**config.mk**
```make
export PLATFORM = sky130hd
export DESIGN_NAME = i2c_sensor_frame_reader
export DESIGN_NICKNAME = d
export VERILOG_FILES = /design/src/rtl/i2csfr_pkg.sv /design/src/rtl/i2c_sensor_frame_reader.sv
export SDC_FILE = /design/constraint.sdc
export NUM_CORES = 1
export LEC_CHECK = 0
export BUFFER_PORTS_ARGS = -buffer_cell sky130_fd_sc_hd__buf_2
export CORE_UTILIZATION = 35
export DETAILED_ROUTE_END_ITERATION = 8
export PLACE_DENSITY = 0.56
export SLEW_MARGIN = 10
export SYNTH_ARGS = -nofsm -noshare
export SYNTH_HDL_FRONTEND = slang
export SYNTH_SLANG_ARGS = --single-unit
```
**constraint.sdc**
```tcl
create_clock -name clk -period 3.6 [get_ports clk]
set_input_delay 0.36 -clock clk [delete_from_list [all_inputs] [get_ports clk]]
set_output_delay 0.36 -clock clk [all_outputs]
set_load 0.05 [all_outputs]
```
**src/rtl/i2csfr_pkg.sv**
```systemverilog
// Package for the I2C sensor frame reader: bus phase codes, configuration
// register indexes and reset values. No dependencies.
package i2csfr_pkg;

    // Default number of bytes read back in one frame
    localparam int FRAME_BYTES_DEF = 5;

    // Number of frame bytes that feed the humidity and temperature fields
    localparam int FIELD_BYTES = 4;

    // Configuration register indexes and widths
    localparam int CFG_INDEX_W = 2;
    localparam int CFG_DATA_W  = 8;
    localparam logic [CFG_INDEX_W-1:0] CFG_DEVICE_ADDRESS   = 2'd0;
    localparam logic [CFG_INDEX_W-1:0] CFG_REGISTER_ADDRESS = 2'd1;

    // Register reset values
    localparam logic [6:0] DEVICE_ADDRESS_RST   = 7'd92;
    localparam logic [7:0] REGISTER_ADDRESS_RST = 8'd0;

    // Number of data bits in one bus byte
    localparam logic [3:0] BITS_PER_BYTE = 4'd8;

    // Bus sequencer phases
    typedef enum logic [7:0] {
        PH_IDLE    = 8'b0000_0001,
        PH_START   = 8'b0000_0010,
        PH_WADDR   = 8'b0000_0100,
        PH_WREG    = 8'b0000_1000,
        PH_RESTART = 8'b0001_0000,
        PH_WRADDR  = 8'b0010_0000,
        PH_READ    = 8'b0100_0000,
        PH_STOP    = 8'b1000_0000
    } phase_t;

endpackage

```
**src/rtl/i2c_sensor_frame_reader.sv**
```systemverilog
// Each accepted tick beat gives a registered result beat in the next cycle.
// Throughput: one tick beat per cycle; the phase sequencer and the result
// register update together in a single pass, so only output stalls slow it.
// Reset (rst_n, asynchronous, active low): sequencer idle, counters and
// shifter cleared, device address 92, register address 0, no result pending.
// I2C master that reads one sensor frame, one bus tick per beat.
// Depends on i2csfr_pkg.
module i2c_sensor_frame_reader #(
    parameter int FRAME_BYTES = i2csfr_pkg::FRAME_BYTES_DEF
) (
    input  logic                               clk,
    input  logic                               rst_n,
    // configuration write port
    input  logic                               cfg_we,
    input  logic [i2csfr_pkg::CFG_INDEX_W-1:0] cfg_index,
    input  logic [i2csfr_pkg::CFG_DATA_W-1:0]  cfg_data,
    // tick input channel
    input  logic                               in_valid,
    output logic                               in_ready,
    input  logic                               go,
    input  logic                               sda_in,
    // result channel
    output logic                               out_valid,
    input  logic                               out_ready,
    output logic                               scl_out,
    output logic                               sda_drive,
    output logic                               sda_out,
    output logic                               frame_done,
    output logic                               checksum_error,
    output logic                               ack_error,
    output logic [7:0]                         humidity_whole,
    output logic [7:0]                         humidity_tenths,
    output logic [7:0]                         temperature_whole,
    output logic [6:0]                         temperature_tenths,
    output logic                               temperature_negative
);

    localparam int BC_W = (FRAME_BYTES > 2) ? $clog2(FRAME_BYTES) : 1;
    localparam logic [BC_W-1:0] LAST_BYTE = BC_W'(FRAME_BYTES - 1);
    localparam int FB = i2csfr_pkg::FIELD_BYTES;

    // Configuration registers
    logic [6:0] device_address_reg;
    logic [7:0] register_address_reg;

    // Sequencer state
    i2csfr_pkg::phase_t phase_reg, phase_next;
    logic [1:0]      sub_step_reg, sub_step_next;
    logic [3:0]      bit_count_reg, bit_count_next;
    logic [BC_W-1:0] byte_count_reg, byte_count_next;
    logic [7:0]      shifter_reg, shifter_next;
    logic            nack_seen_reg, nack_seen_next;
    logic [7:0]      sum_reg, sum_next;
    logic            cks_err_reg, cks_err_next;

    // Frame bytes that feed the result fields
    logic [7:0]      frame_bytes_reg [FB];
    logic            fb_we;
    logic [1:0]      fb_idx;

    // Result register
    logic            out_valid_reg;
    logic            scl_reg, drv_reg, sda_reg, done_reg, cks_out_reg, ack_out_reg;
    logic [7:0]      hum_whole_reg, hum_tenths_reg, temp_whole_reg;
    logic [6:0]      temp_tenths_reg;
    logic            temp_neg_reg;

    logic            accept;
    logic            scl_c, drv_c, sda_c, done_c;
    logic [7:0]      rd_byte;
    logic            last_byte;

    assign in_ready  = !out_valid_reg || out_ready;
    assign accept    = in_valid && in_ready;
    assign rd_byte   = {shifter_reg[6:0], sda_in};
    assign last_byte = (byte_count_reg == LAST_BYTE);
    assign fb_idx    = 2'(byte_count_reg);

    // Write configuration registers
    always_ff @(posedge clk or negedge rst_n)
    begin
        if (!rst_n)
        begin
            device_address_reg   <= i2csfr_pkg::DEVICE_ADDRESS_RST;
            register_address_reg <= i2csfr_pkg::REGISTER_ADDRESS_RST;
        end
        else if (cfg_we)
        begin
            case (cfg_index)
                i2csfr_pkg::CFG_DEVICE_ADDRESS:   device_address_reg   <= cfg_data[6:0];
                i2csfr_pkg::CFG_REGISTER_ADDRESS: register_address_reg <= cfg_data;
                default: ;
            endcase
        end
    end

    // Advance the bus sequencer by one tick
    always_comb
    begin
        phase_next      = phase_reg;
        sub_step_next   = sub_step_reg;
        bit_count_next  = bit_count_reg;
        byte_count_next = byte_count_reg;
        shifter_next    = shifter_reg;
        nack_seen_next  = nack_seen_reg;
        sum_next        = sum_reg;
        cks_err_next    = cks_err_reg;
        fb_we           = 1'b0;
        scl_c           = 1'b1;
        drv_c           = 1'b0;
        sda_c           = 1'b1;
        done_c          = 1'b0;

        case (phase_reg)
            i2csfr_pkg::PH_START, i2csfr_pkg::PH_RESTART:
            begin
                scl_c = (sub_step_reg == 2'd1) || (sub_step_reg == 2'd2);
                drv_c = 1'b1;
                sda_c = !sub_step_reg[1];
                if (sub_step_reg == 2'd3)
                begin
                    bit_count_next = 4'd0;
                    sub_step_next  = 2'd0;
                    if (phase_reg == i2csfr_pkg::PH_START)
                    begin
                        phase_next   = i2csfr_pkg::PH_WADDR;
                        shifter_next = {device_address_reg, 1'b0};
                    end
                    else
                    begin
                        phase_next   = i2csfr_pkg::PH_WRADDR;
                        shifter_next = {device_address_reg, 1'b1};
                    end
                end
                else
                begin
                    sub_step_next = sub_step_reg + 2'd1;
                end
            end

            i2csfr_pkg::PH_WADDR, i2csfr_pkg::PH_WREG, i2csfr_pkg::PH_WRADDR:
            begin
                scl_c = sub_step_reg[0];
                if (bit_count_reg < i2csfr_pkg::BITS_PER_BYTE)
                begin
                    // shift out one address or register bit
                    drv_c = 1'b1;
                    sda_c = shifter_reg[7];
                    if (sub_step_reg == 2'd1)
                    begin
                        shifter_next   = {shifter_reg[6:0], 1'b0};
                        bit_count_next = bit_count_reg + 4'd1;
                        sub_step_next  = 2'd0;
                    end
                    else
                    begin
                        sub_step_next = 2'd1;
                    end
                end
                else
                begin
                    // release the line and sample the slave acknowledge
                    if (sub_step_reg == 2'd1)
                    begin
                        nack_seen_next = nack_seen_reg | sda_in;
                        sub_step_next  = 2'd0;
                        bit_count_next = 4'd0;
                        case (phase_reg)
                            i2csfr_pkg::PH_WADDR:
                            begin
                                phase_next   = i2csfr_pkg::PH_WREG;
                                shifter_next = register_address_reg;
                            end
                            i2csfr_pkg::PH_WREG:
                            begin
                                phase_next = i2csfr_pkg::PH_RESTART;
                            end
                            default:
                            begin
                                phase_next      = i2csfr_pkg::PH_READ;
                                byte_count_next = '0;
                                shifter_next    = 8'd0;
                                sum_next        = 8'd0;
                            end
                        endcase
                    end
                    else
                    begin
                        sub_step_next = 2'd1;
                    end
                end
            end

            i2csfr_pkg::PH_READ:
            begin
                scl_c = sub_step_reg[0];
                if (bit_count_reg < i2csfr_pkg::BITS_PER_BYTE)
                begin
                    // shift in one data bit; store the byte and fold the checksum
                    if (sub_step_reg == 2'd1)
                    begin
                        shifter_next   = rd_byte;
                        bit_count_next = bit_count_reg + 4'd1;
                        sub_step_next  = 2'd0;
                        if (bit_count_reg == i2csfr_pkg::BITS_PER_BYTE - 4'd1)
                        begin
                            fb_we = (32'(byte_count_reg) < FB);
                            if (last_byte)
                            begin
                                cks_err_next = (sum_reg != rd_byte);
                            end
                            else
                            begin
                                sum_next = sum_reg + rd_byte;
                            end
                        end
                    end
                    else
                    begin
                        sub_step_next = 2'd1;
                    end
                end
                else
                begin
                    // acknowledge every byte but the last, which gets a NACK
                    drv_c = 1'b1;
                    sda_c = last_byte;
                    if (sub_step_reg == 2'd1)
                    begin
                        bit_count_next = 4'd0;
                        sub_step_next  = 2'd0;
                        shifter_next   = 8'd0;
                        if (last_byte)
                        begin
                            phase_next = i2csfr_pkg::PH_STOP;
                        end
                        else
                        begin
                            byte_count_next = byte_count_reg + BC_W'(1);
                        end
                    end
                    else
                    begin
                        sub_step_next = 2'd1;
                    end
                end
            end

            i2csfr_pkg::PH_STOP:
            begin
                drv_c = 1'b1;
                if (sub_step_reg == 2'd0)
                begin
                    scl_c         = 1'b0;
                    sda_c         = 1'b0;
                    sub_step_next = 2'd1;
                end
                else if (sub_step_reg == 2'd1)
                begin
                    sda_c         = 1'b0;
                    sub_step_next = 2'd2;
                end
                else
                begin
                    done_c        = 1'b1;
                    phase_next    = i2csfr_pkg::PH_IDLE;
                    sub_step_next = 2'd0;
                end
            end

            default:
            begin
                // idle: hold the bus released and wait for go
                phase_next = i2csfr_pkg::PH_IDLE;
                if (go)
                begin
                    phase_next      = i2csfr_pkg::PH_START;
                    sub_step_next   = 2'd0;
                    bit_count_next  = 4'd0;
                    byte_count_next = '0;
                    shifter_next    = 8'd0;
                    nack_seen_next  = 1'b0;
                    sum_next        = 8'd0;
                    cks_err_next    = 1'b0;
                end
            end
        endcase
    end

    // Update sequencer state on each accepted tick
    always_ff @(posedge clk or negedge rst_n)
    begin
        if (!rst_n)
        begin
            phase_reg      <= i2csfr_pkg::PH_IDLE;
            sub_step_reg   <= 2'd0;
            bit_count_reg  <= 4'd0;
            byte_count_reg <= '0;
            shifter_reg    <= 8'd0;
            nack_seen_reg  <= 1'b0;
            sum_reg        <= 8'd0;
            cks_err_reg    <= 1'b0;
        end
        else if (accept)
        begin
            phase_reg      <= phase_next;
            sub_step_reg   <= sub_step_next;
            bit_count_reg  <= bit_count_next;
            byte_count_reg <= byte_count_next;
            shifter_reg    <= shifter_next;
            nack_seen_reg  <= nack_seen_next;
            sum_reg        <= sum_next;
            cks_err_reg    <= cks_err_next;
        end
    end

    // Store frame bytes
    always_ff @(posedge clk)
    begin
        if (accept && fb_we)
        begin
            frame_bytes_reg[fb_idx] <= rd_byte;
        end
    end

    // Hold the result valid flag until the beat is taken
    always_ff @(posedge clk or negedge rst_n)
    begin
        if (!rst_n)
        begin
            out_valid_reg <= 1'b0;
        end
        else if (in_ready)
        begin
            out_valid_reg <= in_valid;
        end
    end

    // Load the result payload
    always_ff @(posedge clk)
    begin
        if (accept)
        begin
            scl_reg         <= scl_c;
            drv_reg         <= drv_c;
            sda_reg         <= sda_c;
            done_reg        <= done_c;
            cks_out_reg     <= done_c && cks_err_reg;
            ack_out_reg     <= done_c && nack_seen_reg;
            hum_whole_reg   <= done_c ? frame_bytes_reg[0] : 8'd0;
            hum_tenths_reg  <= (done_c && (FRAME_BYTES > 1)) ? frame_bytes_reg[1] : 8'd0;
            temp_whole_reg  <= (done_c && (FRAME_BYTES > 2)) ? frame_bytes_reg[2] : 8'd0;
            temp_tenths_reg <= (done_c && (FRAME_BYTES > 3)) ? frame_bytes_reg[3][6:0] : 7'd0;
            temp_neg_reg    <= done_c && (FRAME_BYTES > 3) && frame_bytes_reg[3][7];
        end
    end

    assign out_valid            = out_valid_reg;
    assign scl_out              = scl_reg;
    assign sda_drive            = drv_reg;
    assign sda_out              = sda_reg;
    assign frame_done           = done_reg;
    assign checksum_error       = cks_out_reg;
    assign ack_error            = ack_out_reg;
    assign humidity_whole       = hum_whole_reg;
    assign humidity_tenths      = hum_tenths_reg;
    assign temperature_whole    = temp_whole_reg;
    assign temperature_tenths   = temp_tenths_reg;
    assign temperature_negative = temp_neg_reg;

    // A finished frame ends with the stop condition on the bus
    a_done_lines: assert property (@(posedge clk) disable iff (!rst_n)
        out_valid_reg && done_reg |-> scl_reg && drv_reg && sda_reg)
        else $error("frame_done without stop levels on the bus");

    // The last stop tick yields a frame_done beat
    a_stop_done: assert property (@(posedge clk) disable iff (!rst_n)
        accept && (phase_reg == i2csfr_pkg::PH_STOP) && sub_step_reg[1]
        |=> out_valid_reg && done_reg && (phase_reg == i2csfr_pkg::PH_IDLE))
        else $error("stop completed without frame_done");

    // Bit phases alternate between two sub-steps and count at most one byte
    a_bit_steps: assert property (@(posedge clk) disable iff (!rst_n)
        (phase_reg == i2csfr_pkg::PH_WADDR) || (phase_reg == i2csfr_pkg::PH_WREG) ||
        (phase_reg == i2csfr_pkg::PH_WRADDR) || (phase_reg == i2csfr_pkg::PH_READ)
        |-> !sub_step_reg[1] && (bit_count_reg <= i2csfr_pkg::BITS_PER_BYTE))
        else $error("bit sequencer counters out of range");

endmodule
```
* Word-level counts from Yosys, hierarchy flattened
Memories as Yosys holds them, arrays and structs flattened. A register that Yosys moved wholly into a read port is not among the register bits. Index checks and enable logic that the tools add are counted.
Storage, ports and cells: output and inout port bits 40, memories kept 1, register bits 65, logic and storage cells 173, RAM bits 32, input port bits 17
Cells by class: equality and inequality tests 28, order comparisons 2, muxes and demuxes 77, bitwise gates (word level) 5, reductions and logical operators 37, $add $sub $neg 4
Memories:
- frame_bytes_reg | words 4, width 8, rd ports 4, clocked after memory_dff 3, wr ports 1, RTL line i2c_sensor_frame_reader.sv:57 | logic [7:0] frame_bytes_reg [FB];
Operators by type and width (count):
- two-way mux 8 bit | 23
- one-hot mux 8 bit (4 select lines) | 2
- != test 2 bit, second input constant | 12
- one-hot mux 8 bit (3 select lines) | 1
- two-way mux 1 bit | 23
- two-way mux 3 bit | 7
- two-way mux 4 bit | 5
- AND reduction 9 bit | 2
- one-hot mux 8 bit (2 select lines) | 1
- one-hot mux 7 bit (2 select lines) | 1
- AND reduction 7 bit | 2
- one-hot mux 4 bit (3 select lines) | 1
- two-way mux 2 bit | 5
- AND reduction 10 bit | 1
- AND reduction 5 bit | 2
- one-hot mux 3 bit (3 select lines) | 1
- adder 8 bit | 1
- == test 8 x 2 -> 1 bit, second input constant | 1
- == test 8 x 3 -> 1 bit, second input constant | 1
- == test 8 x 4 -> 1 bit, second input constant | 1
- == test 8 x 5 -> 1 bit, second input constant | 1
- == test 8 x 6 -> 1 bit, second input constant | 1
- == test 8 x 7 -> 1 bit, second input constant | 1
- == test 8 bit, second input constant | 1
- other kinds (31) | 56

* Longest topological paths before layout
word-level depth 8, mapped depth 9, gate-level depth less buffers 8

* Least setup slack after synthesis
Ideal clock, no wire load.
kind reg2reg, from reg out_valid_reg, in the netlist out_valid, to reg sum_reg[7], buffers on the path 1, clock period less this slack 3461 ps, setup time 124 ps, data arrival time 3338 ps, required time 3476 ps, cell stages (with the launch flop) 9, setup slack 139 ps, path through dfrtp_1 -> nand2b_1 -> nand2_1 -> inv_1 -> o21ai_0 -> nand4bb_1 -> clkbuf_1 -> a21o_1 -> a211o_1
On the way: word-level cells in the longest chain between the ends 4
RTL lines:
- start: declaration | RTL line i2c_sensor_frame_reader.sv:62 | logic out_valid_reg;
- start signal: assignment | RTL line i2c_sensor_frame_reader.sv:335 | out_valid_reg <= in_valid;
- logical NOT 1 bit | RTL line i2c_sensor_frame_reader.sv:73 | assign in_ready = !out_valid_reg || out_ready;
- logical OR 1 bit | RTL line i2c_sensor_frame_reader.sv:73
- named net in_ready | RTL line i2c_sensor_frame_reader.sv:19 | output logic in_ready,
- logical AND 1 bit | RTL line i2c_sensor_frame_reader.sv:74 | assign accept = in_valid && in_ready;
- named net accept | RTL line i2c_sensor_frame_reader.sv:68 | logic accept;
- AND reduction 10 bit (no source line)
- end signal: assignment | RTL line i2c_sensor_frame_reader.sv:312 | sum_reg <= sum_next;
- end: declaration | RTL line i2c_sensor_frame_reader.sv:53 | logic [7:0] sum_reg, sum_next;
The timed path passes the listed nets, and every way through them passes these cells. A chain may end at the register's enable or synchronous reset.

* Final worst setup path
from reg phase_reg[3], to reg shifter_reg[2]
On the way: word-level cells in the longest chain between the ends 5, elaborated cells between the ends (all ways) 20, those cells by class eq/ne: 11; mux: 4; bitwise: 1; reduce/logical: 4
RTL lines:
- start: declaration | RTL line i2c_sensor_frame_reader.sv:47 | i2csfr_pkg::phase_t phase_reg, phase_next;
- start signal: assignment | RTL line i2c_sensor_frame_reader.sv:295 | phase_reg <= i2csfr_pkg::PH_IDLE;
- start signal: assignment | RTL line i2c_sensor_frame_reader.sv:306 | phase_reg <= phase_next;
- == test 8 x 4 -> 1 bit or == test 8 x 3 -> 1 bit (tied branches) | RTL line i2c_sensor_frame_reader.sv:114, i2c_sensor_frame_reader.sv:168
- one-hot mux 8 bit (2 select lines) | RTL line i2c_sensor_frame_reader.sv:168 | case (phase_reg)
- two-way mux 8 bit | RTL line i2c_sensor_frame_reader.sv:163 | if (sub_step_reg == 2'd1)
- two-way mux 8 bit | RTL line i2c_sensor_frame_reader.sv:144 | if (bit_count_reg < i2csfr_pkg::BITS_PER_BYTE)
- one-hot mux 8 bit (4 select lines) | RTL line i2c_sensor_frame_reader.sv:114 | case (phase_reg)
- end signal: assignment | RTL line i2c_sensor_frame_reader.sv:310 | shifter_reg <= shifter_next;
- end: declaration | RTL line i2c_sensor_frame_reader.sv:51 | logic [7:0] shifter_reg, shifter_next;
Several ways; a longest one is shown, not always the timed one. The select of a mux whose other input is x is not followed.

==> run_results.csv <==
group,metric,value,unit
final_layout,antenna_cells,0,
final_layout,drive_gt1_share,26.7,%
synth,netlist_area,5460,sq um
global_route,grt_pass1_wl,18.2,mm
sta,timing.fmax,314,MHz
synth,postSynth.topFlopCell,"edfxtp_1",
sta,maxSlewViolCount,0,
cts,clock_sinks,121,
route,wirelength,11.3,mm
sta,tns,0,ps
die,boundary_pin_count,57,
sta,unrepaired_setup_endpoints_after_global_routing,"false",
run_status,run_status,"completed",
final_layout,layout-area-overhead-vs-synth,19.1,%
sta,setup-violations-final,0,
flow_run,max-cap-violations,0,
global_route,grt_overflow_total,0,
sta,final_min_period,3180,ps
cts,ctsHtreeMaxLevel,4,
synth,yosys.cell_types.count,56,
final_layout,layout.cells.most_common,"edfxtp_1",
synth,synth_edf_count,70,
global_route,global_route.usage.total,15.1,%
setup_path,worst_path_required,3900,ps
power_and_ir_drop,power.static_leakage,2.77,nW
final_layout,post-route-cell-area,6510,sq um
die,placeableCoreArea,15200,sq um
final_layout,final_cell_mix,"edfxtp_1 (70), buf_2 (56), dfrtp_1 (46), and2_1 (38), mux2_2 (30)",
die,area_enclosed_by_the_die_boundary,16100,sq um
synth,synth.top_cell.area_share,38.5,%
sta,period_share,88.5,%
sta,timing.final.hold_violations,0,
setup_path,crit_type,"reg -> reg",
route,post_drt_via_cell_ratio,5.14,
sta,finClkSkew,8.42,ps
synth,netlist_instances,420,
place,dp_cells,654,
route,drt_drc_violations_left,0,
synth,synth.yosys.seq_area_share,62.0,%
final_layout,largest_reg_flops,32,
route,vias,3528,
setup_path,cp-end-kind,"flip-flop",
synth,post_synth_main_area_contributors,"edfxtp_1 (38%), dfrtp_1 (21%), mux2_2 (6.2%)",
sta,tightestPinTransition,1100,ps
cts,max-clock-path-buffers,2,
min_path,hold_path_class,"in -> async",
route,drt-initial-drc-count,178,
global_route,antenna_found_initial,0,
global_route,pin_count_of_the_biggest_net_entering_global_routing,39,
place,place.gp.congestion,0.776,
place,placedInstanceArea,5950,sq um
synth,biggest_area_consumer_among_synthesized_cells,"edfxtp_1",
place,detailedPlacementHpwl,7.78,mm
final_layout,finalNonFillerCells,686,
cts,cts-hold-fix-buffers,0,
route,drt_first_pass_iters,4,
route,route.antenna.remaining_nets,0,
power_and_ir_drop,power_density,683,nW/um^2
power_and_ir_drop,ir_drop,334,uV
die,starting_utilization_of_the_core_area,35.9,%
setup_path,critical_path.startpoint_type,"flip-flop",
synth,yosysWarnings,0,
route,average_wire_length_per_cell_after_detail_routing,16.5,microns
cts,cts.root.buffer_cell,"clkbuf_16",
die,die_height,127,microns
cts,clk_pin_slew,60,ps
synth,synth_nets,454,
place,port_buffers,56,
synth,ys_ff_latch,121,
setup_path,worst-endpoint-arrival,3480,ps
cts,post_cts.resized_instances,0,
die,chipWidth,127,microns
synth,async_s_r_ff_share_synth,42.1,%
cts,tritoncts,"done",
cts,postCtsSetupRepairBufs,0,
sta,max_slew_margin,26.7,%
cts,clk_latency,420,ps
setup_path,cp_max_fo,12,
die,std_cell_rows,45,
final_layout,fin_util,42.8,%
global_route,first_global_vias,3576,
synth,syn-mean-instance-area,13.0,sq um
cts,number_of_buffers_created_by_cts,17,
final_layout,nets,519,
==> Yosys cell counts (2+ instances only) <==
cell and count:
edfxtp_1 70, dfrtp_1 46, and2_1 38, mux2_2 30, nand2_1 27, o21ai_0 20, a21oi_1 17, ha_1 16
nor2_1 16, nor3_1 15, inv_1 12, a21o_1 10, clkbuf_1 9, xor2_1 8, nand3_1 7, nor2b_1 7
dfstp_2 5, nand4_1 5, and3_1 4, buf_2 4, nand3b_1 4, o211ai_1 4, nand2b_1 3, nor4_1 3
o41ai_1 3, xnor2_1 3, a221oi_1 2, mux2i_1 2, nor3_4 2, nor3b_1 2
==> cells by family after synthesis <==
family	share of synthesized area (%)
and+or+nand+nor	14.6
DFF	62.0
AOI/OAI and AO/OA	8.91
muxes	6.55
buffers and inverters	2.18
adders and majority gates	4.03
xor gates and xnor gates	1.76
==> area by class of cell <==
type                            count  area, sq um
Clock buffer                       20          437
Clock inverter                     12          116
Fill cell                        1406         8690
Inverter                           12         45.0
Multi-Input combinational cell    271         1960
Sequential cell                   121         3380
Tap cell                          188          235
Timing Repair Buffer               62          325
==> critical path, cell delays in order (launching register included) <==
cell,delay [ps]
dfrtp_1,510
nor3_4,370
and3_1,520
o41ai_1,180
or4b_1,710
a41oi_4,390
mux2_2,380
==> report_power, final <==
group          total (W)  internal, W  switching, W
Combinational    0.00103     0.000367      0.000662
Sequential       0.00183      0.00165      0.000175
Clock            0.00159     0.000957      0.000628
Total            0.00444      0.00298       0.00147
==> per-stage QoR <==
step	worst slack [ps]	total power, W	hold slack (ps)
2_1_floorplan	139	0.00260	64.4
3_3_place_gp	525	0.00285	466
5_1_grt	223	0.00466	119
3_5_place_dp	430	0.00288	474
4_1_cts	427	0.00448	73.9
6_report	416	0.00444	57.4
==> per-layer routing <==
metal	vias to the layer above	routed length (microns)	global-route usage [%]
met5	-	0	0
met4	0	262	8.05
met3	24	507	4.47
met2	113	5360	24.3
met1	1711	5150	18.4
li1	1680	-	-
==> path summary, 6_finish.rpt <==
| check | from | to | slack [ps] | cells past startpoint |
|---|---|---|---|---|
| max | phase_reg[3]$_DFFE_PN0P_ | shifter_reg[2]$_DFFE_PN0P_ | 420 | 6 |
| min | rst_n | phase_reg[4]$_DFFE_PN0P_ | 60 | 1 |
| max reg2reg | phase_reg[3]$_DFFE_PN0P_ | shifter_reg[2]$_DFFE_PN0P_ | 420 | 6 |
| min reg2reg | sum_reg[4]$_DFFE_PN0P_ | sum_reg[4]$_DFFE_PN0P_ | 480 | 1 |
| max in group asynchronous | rst_n | sum_reg[6]$_DFFE_PN0P_ | 2800 | 2 |
| min in group clk | in_valid | out_valid$_DFFE_PN0N_ | 160 | 2 |
No activity file was read; power rests on OpenSTA's default activity.
